**src/rtl/srcp_pkg.sv**
```systemverilog
// ----------------------------------------------------------------------------
// SMTP reply code parser package
// Shared types and character constants for the reply code parser.
// ----------------------------------------------------------------------------
`default_nettype none

package srcp_pkg;

  // Field widths of the stream payload.
  localparam int unsigned CodeW = 10;
  localparam int unsigned ByteW = 8;
  localparam int unsigned ColW  = 3;

  // Characters the parser looks for.
  localparam logic [ByteW-1:0] ChrZero = 8'h30;
  localparam logic [ByteW-1:0] ChrNine = 8'h39;
  localparam logic [ByteW-1:0] ChrDash = 8'h2D;
  localparam logic [ByteW-1:0] ChrCr   = 8'h0D;
  localparam logic [ByteW-1:0] ChrLf   = 8'h0A;

  // Line columns of interest; the column counter saturates at ColSat.
  localparam logic [ColW-1:0] ColSep = 3'd3;
  localparam logic [ColW-1:0] ColSat = 3'd4;

  // Reset value of the expected code register.
  localparam logic [CodeW-1:0] ExpectedCodeReset = 10'd220;

  // Input item kinds.
  typedef enum logic {
    KindData   = 1'b0,
    KindClosed = 1'b1
  } kind_e;

  // Result status codes.
  typedef enum logic [1:0] {
    StMatch   = 2'd0,
    StDiffer  = 2'd1,
    StTooLong = 2'd2,
    StClosed  = 2'd3
  } status_e;

  // Outcome of one parsed byte.
  typedef struct packed {
    logic             emit;
    status_e          status;
    logic [CodeW-1:0] code;
  } srcp_result_t;

endpackage : srcp_pkg

`default_nettype wire

```
**src/rtl/srcp_parse.sv**
```systemverilog
// ----------------------------------------------------------------------------
// SMTP reply code parser: line parser
// Holds the per-reply parse state and works out the outcome of one byte.
// ----------------------------------------------------------------------------
`default_nettype none

module srcp_parse
  import srcp_pkg::*;
#(
  parameter int unsigned MAX_REPLY_BYTES = 1024
) (
  input  wire logic             clk_i,
  input  wire logic             rst_ni,
  input  wire logic             step_i,
  input  wire logic             kind_i,
  input  wire logic [ByteW-1:0] byte_i,
  input  wire logic [CodeW-1:0] expected_code_i,
  output srcp_result_t          res_o
);

  localparam int unsigned CntW = $clog2(MAX_REPLY_BYTES + 1);
  localparam logic [CntW-1:0] CntLast = CntW'(MAX_REPLY_BYTES - 1);

  logic [CntW-1:0]  cnt_q, cnt_d;
  logic [ColW-1:0]  col_q, col_d;
  logic             ok_q, ok_d;
  logic [CodeW-1:0] acc_q, acc_d;
  logic             found_q, found_d;
  logic             cr_q, cr_d;

  logic             is_digit;
  logic [CodeW-1:0] digit;
  logic [CodeW-1:0] acc_x10;

  assign is_digit = (byte_i inside {[ChrZero:ChrNine]});
  assign digit    = CodeW'(byte_i - ChrZero);
  // The accumulator stays below 100 before its third digit, so times ten fits.
  assign acc_x10  = {acc_q[CodeW-4:0], 3'b000} + {acc_q[CodeW-2:0], 1'b0};

  // Next parse state and the outcome of the current byte.
  always_comb begin
    cnt_d   = cnt_q;
    col_d   = col_q;
    ok_d    = ok_q;
    acc_d   = acc_q;
    found_d = found_q;
    cr_d    = cr_q;
    res_o   = '{emit: 1'b0, status: StMatch, code: '0};

    if (kind_i == KindClosed) begin
      res_o = '{emit: 1'b1, status: StClosed, code: '0};
    end else if (cnt_q == CntLast) begin
      // The limit byte ends the reply even if it would have completed it.
      res_o = '{emit: 1'b1, status: StTooLong, code: '0};
    end else begin
      if (!found_q) begin
        if (col_q < ColSep) begin
          if (is_digit) begin
            acc_d = acc_x10 + digit;
          end else begin
            ok_d = 1'b0;
          end
        end else if (col_q == ColSep) begin
          if (ok_q && byte_i != ChrDash) begin
            found_d = 1'b1;
          end
        end
      end

      if (found_d && cr_q && byte_i == ChrLf) begin
        res_o.emit   = 1'b1;
        res_o.code   = acc_d;
        res_o.status = (acc_d == expected_code_i) ? StMatch : StDiffer;
      end else begin
        cnt_d = cnt_q + 1'b1;
        cr_d  = (byte_i == ChrCr);
        if (byte_i == ChrLf) begin
          col_d = '0;
          ok_d  = 1'b1;
          if (!found_d) begin
            acc_d = '0;
          end
        end else if (col_q < ColSat) begin
          col_d = col_q + 1'b1;
        end
      end
    end
  end

  // Parse state; any result clears it for the next reply.
  always_ff @(posedge clk_i or negedge rst_ni) begin
    if (!rst_ni) begin
      cnt_q   <= '0;
      col_q   <= '0;
      ok_q    <= 1'b1;
      acc_q   <= '0;
      found_q <= 1'b0;
      cr_q    <= 1'b0;
    end else if (step_i) begin
      if (res_o.emit) begin
        cnt_q   <= '0;
        col_q   <= '0;
        ok_q    <= 1'b1;
        acc_q   <= '0;
        found_q <= 1'b0;
        cr_q    <= 1'b0;
      end else begin
        cnt_q   <= cnt_d;
        col_q   <= col_d;
        ok_q    <= ok_d;
        acc_q   <= acc_d;
        found_q <= found_d;
        cr_q    <= cr_d;
      end
    end
  end

endmodule : srcp_parse

`default_nettype wire

```
**src/rtl/smtp_reply_code_parser_core.sv**
```systemverilog
// ----------------------------------------------------------------------------
// SMTP reply code parser core
// Parses a byte stream of SMTP server replies and reports the reply code.
// ----------------------------------------------------------------------------
// Usage:
//   The slave stream carries one reply byte per transaction in tdata, with
//   tuser high for a "link closed" event instead of a byte. The master stream
//   gives one result per finished reply: the three-digit code in tdata and
//   the status in tuser (match, differ, reply too long, link closed).
//   The APB port holds the expected code at address 0 (reset value 220).
// Throughput and pipeline:
//   One byte per cycle is sustained while the result register can drain. A
//   byte is captured in the input register, parsed combinationally from it
//   and its result, if any, is captured in the result register, which
//   presents it on the master stream. The parse step is one compare and
//   accumulate.
// Stalls and reset:
//   While a result waits on a low m_axis_tready_i, the byte in the input
//   register waits too and s_axis_tready_o drops once that register is full.
//   Reset empties both registers, clears the parse state and sets the
//   expected code to 220.
// ----------------------------------------------------------------------------
`default_nettype none

module smtp_reply_code_parser_core
  import srcp_pkg::*;
#(
  parameter int unsigned MAX_REPLY_BYTES = 1024
) (
  input  wire logic        clk_i,
  input  wire logic        rst_ni,
  // Slave stream: tdata = reply_byte[7:0]; tuser = kind[0].
  input  wire logic        s_axis_tvalid_i,
  output logic             s_axis_tready_o,
  input  wire logic [7:0]  s_axis_tdata_i,
  input  wire logic        s_axis_tuser_i,
  // Master stream: tdata = reply_code[9:0], zeros [15:10]; tuser = status[1:0].
  output logic             m_axis_tvalid_o,
  input  wire logic        m_axis_tready_i,
  output logic [15:0]      m_axis_tdata_o,
  output logic [1:0]       m_axis_tuser_o,
  // APB configuration port.
  input  wire logic        psel,
  input  wire logic        penable,
  input  wire logic        pwrite,
  input  wire logic [1:0]  paddr,
  input  wire logic [31:0] pwdata,
  output logic [31:0]      prdata,
  output logic             pready
);

  localparam logic [1:0] AddrExpectedCode = 2'd0;

  logic [CodeW-1:0] expected_code_q;
  logic             in_valid_q;
  logic             in_kind_q;
  logic [ByteW-1:0] in_byte_q;
  logic             out_valid_q;
  status_e          out_status_q;
  logic [CodeW-1:0] out_code_q;
  logic             advance;
  logic             step;
  srcp_result_t     res;

  // Configuration register.
  assign pready = 1'b1;
  assign prdata = (paddr == AddrExpectedCode) ? 32'(expected_code_q) : '0;

  always_ff @(posedge clk_i or negedge rst_ni) begin
    if (!rst_ni) begin
      expected_code_q <= ExpectedCodeReset;
    end else if (psel && penable && pwrite && pready && paddr == AddrExpectedCode) begin
      expected_code_q <= pwdata[CodeW-1:0];
    end
  end

  // The parse stage moves whenever the result register can take a result.
  assign advance         = !out_valid_q || m_axis_tready_i;
  assign step            = in_valid_q && advance;
  assign s_axis_tready_o = !in_valid_q || advance;

  // Input register.
  always_ff @(posedge clk_i or negedge rst_ni) begin
    if (!rst_ni) begin
      in_valid_q <= 1'b0;
    end else if (s_axis_tready_o) begin
      in_valid_q <= s_axis_tvalid_i;
    end
  end

  always_ff @(posedge clk_i) begin
    if (s_axis_tready_o && s_axis_tvalid_i) begin
      in_kind_q <= s_axis_tuser_i;
      in_byte_q <= s_axis_tdata_i;
    end
  end

  srcp_parse #(
    .MAX_REPLY_BYTES(MAX_REPLY_BYTES)
  ) u_parse (
    .clk_i          (clk_i),
    .rst_ni         (rst_ni),
    .step_i         (step),
    .kind_i         (in_kind_q),
    .byte_i         (in_byte_q),
    .expected_code_i(expected_code_q),
    .res_o          (res)
  );

  // Result register.
  always_ff @(posedge clk_i or negedge rst_ni) begin
    if (!rst_ni) begin
      out_valid_q <= 1'b0;
    end else if (step && res.emit) begin
      out_valid_q <= 1'b1;
    end else if (m_axis_tready_i) begin
      out_valid_q <= 1'b0;
    end
  end

  always_ff @(posedge clk_i) begin
    if (step && res.emit) begin
      out_status_q <= res.status;
      out_code_q   <= res.code;
    end
  end

  assign m_axis_tvalid_o = out_valid_q;
  assign m_axis_tdata_o  = {{(16 - CodeW){1'b0}}, out_code_q};
  assign m_axis_tuser_o  = out_status_q;

  // Error results never carry a code.
  assert property (@(posedge clk_i) disable iff (!rst_ni)
    m_axis_tvalid_o && m_axis_tuser_o[1] |-> m_axis_tdata_o == '0)
    else $error("error result with nonzero code");

  // A parsed code is always three decimal digits.
  assert property (@(posedge clk_i) disable iff (!rst_ni)
    m_axis_tvalid_o |-> out_code_q <= CodeW'(999))
    else $error("reply code out of range");

  // A byte held during an output stall is not dropped.
  assert property (@(posedge clk_i) disable iff (!rst_ni)
    in_valid_q && out_valid_q && !m_axis_tready_i |=> in_valid_q)
    else $error("input byte lost during stall");

endmodule : smtp_reply_code_parser_core

`default_nettype wire
```
**config.mk**
```make
export PLATFORM = sky130hd
export DESIGN_NAME = smtp_reply_code_parser_core
export DESIGN_NICKNAME = d
export VERILOG_FILES = /design/src/rtl/srcp_pkg.sv /design/src/rtl/srcp_parse.sv /design/src/rtl/smtp_reply_code_parser_core.sv
export SDC_FILE = /design/constraint.sdc
export NUM_CORES = 1
export LEC_CHECK = 0
export BUFFER_PORTS_ARGS = -buffer_cell sky130_fd_sc_hd__buf_2
export CORE_MARGIN = 2
export CORE_UTILIZATION = 59
export CTS_BUF_LIST = sky130_fd_sc_hd__clkbuf_4 sky130_fd_sc_hd__clkbuf_8
export DETAILED_ROUTE_END_ITERATION = 16
export GPL_TIMING_DRIVEN = 0
export HOLD_SLACK_MARGIN = 0.02
export PLACE_DENSITY = 0.89
export SETUP_SLACK_MARGIN = 0.2
export SLEW_MARGIN = 20
export SYNTH_ARGS = -nofsm -noshare
export SYNTH_HDL_FRONTEND = slang
export SYNTH_HIERARCHICAL = 1
export SYNTH_SLANG_ARGS = --single-unit
```
**constraint.sdc**
```tcl
create_clock -name clk_i -period 9.8 [get_ports clk_i]
set_clock_uncertainty 0.15 [all_clocks]
set_input_delay 1.96 -clock clk_i [delete_from_list [all_inputs] [get_ports clk_i]]
set_output_delay 1.96 -clock clk_i [all_outputs]
set_load 0.02 [all_outputs]
```
[Yosys cells after proc, flatten, opt, wreduce, memory -nomap -nowiden]
Cells that the tools add are included.
Word-level totals
  bits in registers: 60
  input bits: 50
  word-level logic and storage cells: 104
Cells by class
  add/subtract/negate cells: 5
  $lt $le $gt $ge: 4
  equality and inequality tests: 9
  multiplexer cells: 49
  bitwise gates (word level): 1
  reductions and logical operators: 22
Operators with widths (count)
  10-bit 2-to-1 mux: 12
  11-bit 2-to-1 mux: 4
  13-bit 2-to-1 mux: 3
  1-bit 2-to-1 mux: 24
  10-bit adder: 2
  3-bit 2-to-1 mux: 6
  8-bit by 4-bit == test with 1-bit output (second input constant): 2
  11-bit by 1-bit adder with 11-bit output (second input constant): 1
  11-bit by 10-bit == test with 1-bit output (second input constant): 1
  10-bit == test: 1
  1-bit logical AND: 10
  8-bit by 6-bit subtractor with 9-bit output (second input constant): 1
  8-bit by 6-bit >= comparator with 1-bit output (second input constant): 1
  8-bit by 6-bit less-or-equal comparator with 1-bit output (second input constant): 1
  8-bit by 6-bit inequality test with 1-bit output (second input constant): 1
  5-bit AND reduction: 1
  2-bit inequality test (second input constant): 2
  4-bit AND reduction: 1
  3-bit by 1-bit adder with 3-bit output (second input constant): 1
  3-bit by 2-bit == test with 1-bit output (second input constant): 1
  3-bit by 2-bit < comparator with 1-bit output (second input constant): 1
  3-bit < comparator (second input constant): 1
  3-bit AND reduction: 1
  3-bit nonzero test: 1
  8 further kinds: 10

[Depth between registers and ports, before layout]
  depth after elaboration: 15
  depth in mapped cells: 13
  gate-level depth less buffers: 13

[Cells and area by module]
Netlist, hierarchy kept.
By module, submodules not included
  srcp_parse: times used 1, cells each 279, area each 2328.5 um2, sequential area each 676.9 um2
  smtp_reply_code_parser_core: times used 1, cells each 96, area each 1415.1 um2, sequential area each 937.1 um2

[Worst setup path after synthesis]
Ideal clock, no wire load.
  path kind: in2out
  start: input port paddr[1]
  end: output port prdata[0]
  data arrival time: 2.574 ns
  data required time: 7.690 ns
  slack: 5.116 ns
  stages on the path: 3
  path through: nor2_2 > clkbuf_1 > and2_1
On the way
  cells in the longest elaborated chain, start to end: 2
RTL lines
  from (decl): line smtp_reply_code_parser_core.sv:46  | input wire logic [1:0] paddr,
  2-bit zero test: line smtp_reply_code_parser_core.sv:67  | assign prdata = (paddr == AddrExpectedCode) ? 32'(expected_code_q) : '0;
  10-bit 2-to-1 mux: line smtp_reply_code_parser_core.sv:67
  to (decl): line smtp_reply_code_parser_core.sv:48  | output logic [31:0] prdata,
No other way between the ends.

[Worst setup path in the final report]
  start: input port paddr[1]
  end: output port prdata[6]
The elaborated chain is that of the path after synthesis.

==> results.md <==
- Grt total ovfl: 0
- Synth cell count leaders: 44 x nand2_1, 33 x dfrtp_1, 29 x buf_4
- Unrepaired setup endpoints after global routing: no
- Global Route Usage Sum: roughly 25%
- Cell variety after synth: 57
- Min-Delay Path Depth: 2
- Routed Antenna Nets: 0
- Clock latency on the worst-skew pair: roughly 350 ps
- Vias: just under 3000
- Min cycle time layout: about 5000 ps
- Die ar.: 7000 um^2
- EDFF count, synth: 21
- Cell depth of the worst flop-to-flop path: 10
- Post-Syn Area: around 3700 um^2
- Fmax: ~200 MHz
- Type of origin of the critical path: input pin
- Rows: 29
- Htree depth: 3
- Synth Area in Adders: under 10%
- Diodes inserted: 0
- Layout area overhead: 18.1%
- Asr flop ratio synth: between 60 and 70%
- End of the worst register-to-register path: m_axis_tuser_o[0]$_DFFE_PP_
- Core Util, Final: about 70%
- Layout cell share with drive strength beyond 1: 25.8%
- Status: complete, no violations
- First-pass GRT wire length: roughly 14000 um
- Port buffer count: 51
- Routability Congestion: approximately 0.93
- Mapped Cells: ~380
- Peak supply drop: 0.130 mV
- First-pass detailed-route iteration total: 4
- Largest family of logic cells by synthesized area: simple AND/OR/NAND/NOR gates
- Endpoints failing hold: 0
- Pre-CTS WS: between 4000 and 5000 ps
- Post-route setup slack: ~4800 ps
- Ys flop type: dfrtp_1
- Post-CTS Resized: 0
- Initial antenna violation count: 0
- Yosys top cell area share: approximately 22%
- Hold Buf Count CTS: 0
- Post-DP HPWL: about 6000 um
- DRT Wirelength: between 8000 and 9000 um
- CP max FO: 10
- Setup CP Type: in2out
- Total of max-cap violations: 0
- Power Dens Cells: around 170 nW/um^2
- Fin Setup TNS: 0 ps
- Initial core utilization: about 60%
- Die height: between 80 and 90 um
- Sequential element share of the synthesized area: between 40 and 50%
- Die Width: around 84 um
- # DRC: 0
- Yosys warning count: 6
- Vias in the first global route: between 2000 and 3000
- CTS Sinks: 60
- Fin Hold WS: 337 ps
- CTS Buffer Depth: 2
- CP required: slightly below 8000 ps
- Largest net degree at the start of global routing: 40
- Final count of negative-setup-slack endpoints: 0
- Max_slew headroom: a little under a third
- Max Slew Vio Count: 0
- Mux cell area share after synthesis: 3.84%
- Boundary Pins: slightly above 100
- CTS tree: yes
- Reg2Reg Setup Slack: roughly 6200 ps
- Lkg Pwr: 2.10 nW
- Worst hold start: u_parse/ok_q$_DFFE_PN1P_
- Worst setup EP type: output port
- Worst-path clk slew: about 70 ps
- Top cells by area, synth: dfrtp_1 22%, edfxtp_1 17%, buf_4 5.8%
- Layout net count: about 540
- Clock Tree Root: clkbuf_8
- Reg2reg start: in_byte_q[4]$_DFFE_PP_
- Hold Path Sink: u_parse/ok_q$_DFFE_PN1P_
- Synthesized area per cell: around 10 um^2
- Initial detailed-routing violation count: roughly 220
- Num CTS Buffers: 9
- Hold/Removal Path Class: reg2reg
- Final period util: between 50 and 60%
- FF+latch count, synth: 60
- Fraction of the mapped netlist area in simple logic gates: 15.0%
- WL/cell: roughly 15 um
- Most common cell in the netlist: nand2_1
- Core Area: roughly 6200 um^2
- Worst slew pin tran: between 1000 and 1500 ps
- Post-CTS setup buffer count: 0
- DR vias/cell: around 5.4
- Crit path DAT: 2880 ps
- Synth Area in Compound Gates: 14.5%
- Xor-xnor portion of the synthesized cell area: about 5.2%
- Post-synth top area cell: dfrtp_1
-- registers in the layout, summed over array words and instances (netlist names) --
| signal | count |
|---|---|
| u_parse/acc_q | 10 |
| u_parse/ok_q | 1 |
| out_code_q | 10 |
| in_kind_q | 1 |
| u_parse/cr_q | 1 |
| u_parse/cnt_q | 11 |
| in_byte_q | 8 |
| u_parse/col_q | 3 |
| in_valid_q | 1 |
| expected_code_q | 10 |
| m_axis_tvalid_o | 1 |
| u_parse/found_q | 1 |
| m_axis_tuser_o | 2 |
-- kinds of logic after synthesis --
group | after synthesis
other cells | 2
xor+xnor | 20
fa+ha+maj | 22
flops | 60
simple gates | 111
mux | 13
compound gates | 83
buf+inv | 64
-- critical path, stage by stage --
cell,delay (ps)
buf_2,110
nor2_2,170
clkbuf_1,290
and2_1,190
buf_2,160
-- cells in the final DEF (no fill, tap or decap), drive strengths merged, types with 5 or more instances in the layout --
cell | Yosys | final
conb | 2 | 29
mux2 | 11 | 11
o21ai | 19 | 19
dfstp | 6 | 6
buf | 31 | 82
o22ai | 5 | 5
fa | 7 | 7
clkbuf | 5 | 15
dfrtp | 33 | 33
a21oi | 21 | 21
and2 | 13 | 13
a22o | 10 | 10
ha | 15 | 15
nand2 | 44 | 44
nor2 | 16 | 16
nand2b | 9 | 9
xor2 | 7 | 7
nand3 | 9 | 9
edfxtp | 21 | 21
inv | 28 | 29
xnor2 | 12 | 12
-- layout make-up --
type | count | area (um^2)
clock inverters | 6 | 86.3
multi-input cells | 278 | 1880
clock buffers | 10 | 138
repair buffers | 51 | 255
fillers | 447 | 1820
flip-flops and latches | 60 | 1610
inverters | 28 | 105
plain buffers | 36 | 246
well taps | 77 | 96.3
-- routing by layer --
layer	routed length (um)	part of all wire (%)	GRT usage (%)	vias up
li1	-	-	-	1429
met2	3960	49	42.0	141
met4	212	2.6	10.1	0
met5	0	0	0	-
met3	674	8.3	7.12	18
met1	3250	40	29.4	1387
-- stage by stage --
| stage | power [mW] | cells | cell area [um^2] |
|---|---|---|---|
| 2_1_floorplan | 0.440 | 402 | 3840 |
| 3_3_place_gp | 0.475 | 530 | 4200 |
| 3_5_place_dp | 0.486 | 530 | 4200 |
| 4_1_cts | 0.736 | 546 | 4420 |
| 5_1_grt | 0.768 | 546 | 4420 |
| 6_report | 0.734 | 546 | 4420 |
-- where the power goes --
part           total (mW)  switching [mW]  internal (mW)
clock               0.248          0.0986          0.150
sequential          0.326          0.0325          0.294
combinational       0.160          0.0912         0.0684
total               0.734           0.222          0.512
-- worst max-delay path by stage --
stage / from / endpoint / slack, ps / cells past startpoint
after floorplan: paddr[1] / prdata[0] / 5120 / 3
after global placement: paddr[1] / prdata[8] / 4870 / 5
after detailed placement: paddr[1] / prdata[6] / 4820 / 5
after CTS: paddr[1] / prdata[6] / 4790 / 5
after global routing: paddr[1] / prdata[6] / 4720 / 5
final: paddr[1] / prdata[6] / 4810 / 5
Power figures use the tool's default switching activity.
